==> config.mk <==
export PLATFORM = sky130hd
export DESIGN_NAME = vrwa_div
export DESIGN_NICKNAME = d
export VERILOG_FILES = /design/src/rtl/vrwa_pkg.sv /design/src/rtl/vrwa_div.sv
export SDC_FILE = /design/constraint.sdc
export NUM_CORES = 1
export LEC_CHECK = 0
export ABC_AREA = 1
export BUFFER_PORTS_ARGS = -buffer_cell sky130_fd_sc_hd__buf_2
export CORE_ASPECT_RATIO = 1.1
export CORE_UTILIZATION = 35
export DETAILED_ROUTE_END_ITERATION = 10
export GPL_ROUTABILITY_DRIVEN = 0
export HOLD_SLACK_MARGIN = 0.05
export PLACE_DENSITY_LB_ADDON = 0.1
export REMOVE_ABC_BUFFERS = 1
export SKIP_CTS_REPAIR_TIMING = 1
export SLEW_MARGIN = 5
export SYNTH_ARGS = -nofsm -noshare
export SYNTH_HDL_FRONTEND = slang
export SYNTH_SLANG_ARGS = --single-unit
==> constraint.sdc <==
create_clock -name clk -period 3.7 [get_ports clk]
set_input_delay 0.185 -clock clk [delete_from_list [all_inputs] [get_ports clk]]
set_output_delay 0.185 -clock clk [all_outputs]
set_load 0.1 [all_outputs]
==> src/rtl/vrwa_pkg.sv <==
`default_nettype none
package vrwa_pkg;
  localparam int SUM_W = 48;
  localparam int VAL_W = 32;
  localparam int CNT_W = 16;
  localparam int CFG_W = 11;

  typedef enum logic [1:0] {
    REG_ROWS   = 2'd0,
    REG_REPEAT = 2'd1,
    REG_MODE   = 2'd2,
    REG_WINDOW = 2'd3
  } reg_idx_t;

  typedef enum logic [1:0] {
    MODE_LATEST  = 2'd0,
    MODE_RUNNING = 2'd1,
    MODE_WINDOW  = 2'd2
  } avg_mode_t;

  localparam logic signed [SUM_W-1:0] MAX48 = {1'b0, {(SUM_W-1){1'b1}}};
  localparam logic signed [SUM_W-1:0] MIN48 = {1'b1, {(SUM_W-1){1'b0}}};
  localparam logic signed [SUM_W-1:0] MAX32 = 48'sh0000_7FFF_FFFF;
  localparam logic signed [SUM_W-1:0] MIN32 = -48'sh0000_8000_0000;

  // divider control group
  typedef struct packed {
    logic             start;
    logic [SUM_W-1:0] dividend;
    logic [CNT_W-1:0] divisor;
  } div_req_t;

  typedef struct packed {
    logic             done;
    logic [SUM_W-1:0] quotient;
  } div_rsp_t;
endpackage
`default_nettype wire

==> src/rtl/vrwa_div.sv <==
`default_nettype none
module vrwa_div (
  input  wire logic             clk,
  input  wire logic             rst_n,
  input  vrwa_pkg::div_req_t    req,
  output vrwa_pkg::div_rsp_t    rsp
);
  import vrwa_pkg::*;

  // signed restoring division, truncates toward zero, one quotient bit a cycle
  logic [SUM_W-1:0] rem_r, rem_nxt;
  logic [SUM_W-1:0] quo_r, quo_nxt;
  logic [CNT_W-1:0] dvs_r;
  logic             neg_r;
  logic [5:0]       cnt_r;
  logic             busy_r, done_r;
  logic [SUM_W-1:0] mag, res;
  logic [SUM_W:0]   trial;

  assign mag = req.dividend[SUM_W-1] ? (~req.dividend + 1'b1) : req.dividend;

  always_comb begin
    trial   = {rem_r, quo_r[SUM_W-1]} - {{(SUM_W-CNT_W+1){1'b0}}, dvs_r};
    rem_nxt = {rem_r[SUM_W-2:0], quo_r[SUM_W-1]};
    quo_nxt = {quo_r[SUM_W-2:0], 1'b0};
    if (!trial[SUM_W]) begin
      rem_nxt    = trial[SUM_W-1:0];
      quo_nxt[0] = 1'b1;
    end
  end

  always_ff @(posedge clk) begin
    if (!rst_n) begin
      busy_r <= 1'b0;
      done_r <= 1'b0;
      cnt_r  <= '0;
    end else begin
      done_r <= 1'b0;
      if (req.start) begin
        busy_r <= 1'b1;
        cnt_r  <= 6'(SUM_W);
        rem_r  <= '0;
        quo_r  <= mag;
        dvs_r  <= req.divisor;
        neg_r  <= req.dividend[SUM_W-1];
      end else if (busy_r) begin
        rem_r <= rem_nxt;
        quo_r <= quo_nxt;
        cnt_r <= cnt_r - 6'd1;
        if (cnt_r == 6'd1) begin
          busy_r <= 1'b0;
          done_r <= 1'b1;
        end
      end
    end
  end

  assign res          = neg_r ? (~quo_r + 1'b1) : quo_r;
  assign rsp.done     = done_r;
  assign rsp.quotient = res;
endmodule
`default_nettype wire

==> results by group <==
STA
  • Max Freq: roughly 280 MHz
  • Clock period minus final worst setup slack: ~3.6 ns
  • Worst-Margin Slew: approximately 0.74 ns
  • Final hold violations: 0
  • Worst slew margin relative to its limit: between 50% and 60%
  • Final period utilization: between 90% and 100%
  • RSZ-0062 raised after global routing: false
  • Count of final setup violators: 0
  • Final Max Tran Viols: 0
  • Skew final: approximately 0.0071 ns

Worst setup path
  • Worst Path Arrival: approximately 3.4 ns
  • CP dominant cell by count: sky130_fd_sc_hd__inv_1
  • Kind of critical path: reg2out
  • Crit path launch type: register
  • Start point of the critical path: quo_r[0]
  • Critical path buffers and inverters: 4
  • Cell breakdown of the critical path: inv_1, ha_1, nand3_1, nor2_2, nand2_1, nor2_1, inv_1, nor2_1, inv_1, o21ai_2, xor2_1, buf_2
  • Crit Reg-Reg Startpoint: quo_r[47]
  • Highest net fanout along the worst path: 4
  • CP delay by family, top: simple AND/OR/NAND/NOR gates
  • Maximum single-stage delay on the critical path: 0.49 ns
  • Kind of capture point of the worst setup path: output port
  • Data required time at the worst endpoint: approximately 3.5 ns
  • Library cell contributing the largest single delay on the critical path: sky130_fd_sc_hd__buf_2

Outcome
  • Violations in the final reports: design-rule violations
  • Result of the run: finished with violations

Drt
  • Antenna-violating nets left: 0
  • Total iterations of the first detailed-routing run: 8
  • Detailed Route WL: roughly 34000 um
  • Number of vias per cell: around 5
  • Avg WL per Cell: 16.20 um
  • Routed via count: ~10000
  • Number of DRC violations after detailed routing: 1
  • Starting DRT DRC Count: approximately 760

Clock tree
  • Count of H-tree levels built during CTS: 4
  • Worst-Skew Late Latency: 0.43 ns
  • Clock tree from TritonCTS: built
  • Number of clock sinks seen by CTS: around 120
  • Buffer levels on the longest clock path: 2
  • Clock-pin slew on the worst setup and hold paths: ~0.06 ns
  • CTS buffer count: 17
  • Clock root buffer master: sky130_fd_sc_hd__clkbuf_16

Cells and area
  • Count of inserted antenna diode cells: 0
  • Area growth from synthesis to layout: 16.79%
  • Top library cells by usage in the layout, fill and taps aside: sky130_fd_sc_hd__nand2_1, sky130_fd_sc_hd__inv_1, sky130_fd_sc_hd__nor2_1
  • Proportion of layout cells with a drive suffix above 1: 11.21%
  • Most common cell after layout, fill and taps aside: sky130_fd_sc_hd__nand2_1
  • Final standard cell count with taps included and fillers excluded: 2098
  • # nets final: 1805

Logic synthesis
  • Library cells used by synthesis: 40
  • Total of flip-flops plus latches after synthesis: roughly 120
  • Syn. warnings: 0
  • Number of flops mapped to enable cells by yosys: roughly 110
  • Number of cells produced by synthesis: about 1600
  • Post-Synthesis Mean Instance Area: approximately 6.5 um^2
  • Mapped cell area: 0.01041 mm^2
  • Sequential fraction of the synthesis area: 34.14%
  • Ys flop type: sky130_fd_sc_hd__edfxtp_1
  • Fraction of registers with async set/reset: 0%

Run
  • Number of max-cap violations: 0

Floorplan
  • Die outline height: about 180 um
  • Core Box Area: slightly below 0.03 mm^2
  • Starting density of the core: a little over a third
  • FP Rows: 65
  • Boundary pin count: between 100 and 150
  • Horizontal extent of the die: roughly 170 um
  • Total Die Area: approximately 0.030 mm^2

Global routing
  • Number of global-route vias before repair: just under 10000
  • Total gr overflow: 0
  • Maximum number of pins on one net before global-route repair: 63
  • Initial antenna violation count: 1
  • Total global routing track utilization: between 20% and 30%
  • Global-route wire length before repair: approximately 53000 um

Placement
  • Number of port buffers: 115
  • Placed wire-length estimate: 26760 um
  • Number of cells after detailed placement: about 2000

Power
  • Pwr Total: about 5.3 mW
  • Maximum ir drop on the vdd rail: 320.5 uV
  • Power density over cell area: around 430 mW/mm^2
  • Leak Pwr: 5.507 nW

Min path
  • Worst Hold Class: in2reg
  • Worst hold start: req[64]
-- synthesized netlist by cell type (all sizes together), types with 2 or more instances --
master	count	area share [%]
a211oi	2	0.14
a21oi	57	2.8
a31oi	4	0.24
buf	18	1.1
clkbuf	22	0.79
clkinv	2	0.084
dfxtp	8	1.5
edfxtp	113	33
ha	20	2.4
inv	226	8.2
nand2	509	19
nand3	102	4.9
nand3b	16	1.2
nand4	51	3.1
nor2	231	8.6
nor3	22	1.2
nor3b	2	0.14
nor4	7	0.42
o21ai	95	4.7
or2	10	0.60
xnor2	18	1.5
xor2	56	4.7
-- kinds of logic after synthesis --
family | share of synthesized area [%]
flops | 34.14
simple gates | 38.77
compound gates | 8.139
xor+xnor | 6.227
fa+ha+maj | 2.597
buf+inv | 10.12
-- per-layer routing --
metal | routed length (um) | up-vias | track usage (%)
met4 | 1354 | 2 | 10.59
met1 | 14810 | 4702 | 26.77
met3 | 1274 | 70 | 2.935
met5 | 9 | - | 0
li1 | - | 5378 | -
met2 | 16530 | 288 | 39.93
-- sequential cells by signal, summed over array words and instances (netlist names) --
signal,cells
cnt_r,6
neg_r,1
rem_r,48
dvs_r,16
busy_r,1
quo_r,48
done_r,1
-- report_power, final --
| part | leakage, nW | internal, mW | switching [mW] |
|---|---|---|---|
| registers | 1.17 | 1.66 | 0.112 |
| clock network | 0.285 | 1.06 | 0.679 |
| logic | 4.05 | 0.419 | 1.34 |
| total | 5.51 | 3.15 | 2.13 |
-- through the flow --
stage / setup TNS (ns) / hold WS (ns) / cell area [um^2] / utilization, % / worst slack [ns]
4_1_cts: 0 / -0.09401 / 11980 / 41.39 / 0.1776
5_1_grt: 0 / 0.09144 / 12160 / 41.98 / 0.02538
6_report: 0 / 0.1151 / 12160 / 41.98 / 0.1406
3_5_place_dp: 0 / 0.3635 / 11380 / 39.30 / 0.6006
3_3_place_gp: 0 / 0.3611 / 11380 / 39.30 / 0.6468
2_1_floorplan: -1.230 / 0.2611 / 10210 / - / -0.5244
-- path summary, 6_finish.rpt --
check / endpoint / slack [ns] / depth (start not counted)
worst min-delay path: done_r / 0.12 / 2
worst max-delay path: rsp[20] / 0.14 / 12
worst max register to register: rem_r[25] / 0.62 / 16
worst min register to register: cnt_r[1] / 0.51 / 2
-- cell type report --
class,count,area (um^2)
clock buffers,18,429.2
flip-flops and latches,121,3553
well taps,368,460.4
clock inverters,14,173.9
fillers,3118,16800
repair buffers,141,873.3
inverters,228,857.1
multi-input cells,1208,5808
-- worst reg2reg max path, cell delays in order (launching register included) --
cell and delay (ns):
sky130_fd_sc_hd__edfxtp_1 0.34, sky130_fd_sc_hd__inv_1 0.07, sky130_fd_sc_hd__ha_1 0.22, sky130_fd_sc_hd__fa_1 0.36, sky130_fd_sc_hd__inv_1 0.10, sky130_fd_sc_hd__nand2_1 0.07, sky130_fd_sc_hd__nand2_1 0.08, sky130_fd_sc_hd__nand3_1 0.07
sky130_fd_sc_hd__nand2_1 0.20, sky130_fd_sc_hd__nand2_2 0.11, sky130_fd_sc_hd__nand3_1 0.09, sky130_fd_sc_hd__nand2_1 0.06, sky130_fd_sc_hd__nand2_2 0.39, sky130_fd_sc_hd__buf_4 0.36, sky130_fd_sc_hd__nand2_1 0.11, sky130_fd_sc_hd__o21ai_0 0.17
sky130_fd_sc_hd__nor2_1 0.05
Power figures use the tool's default switching activity.
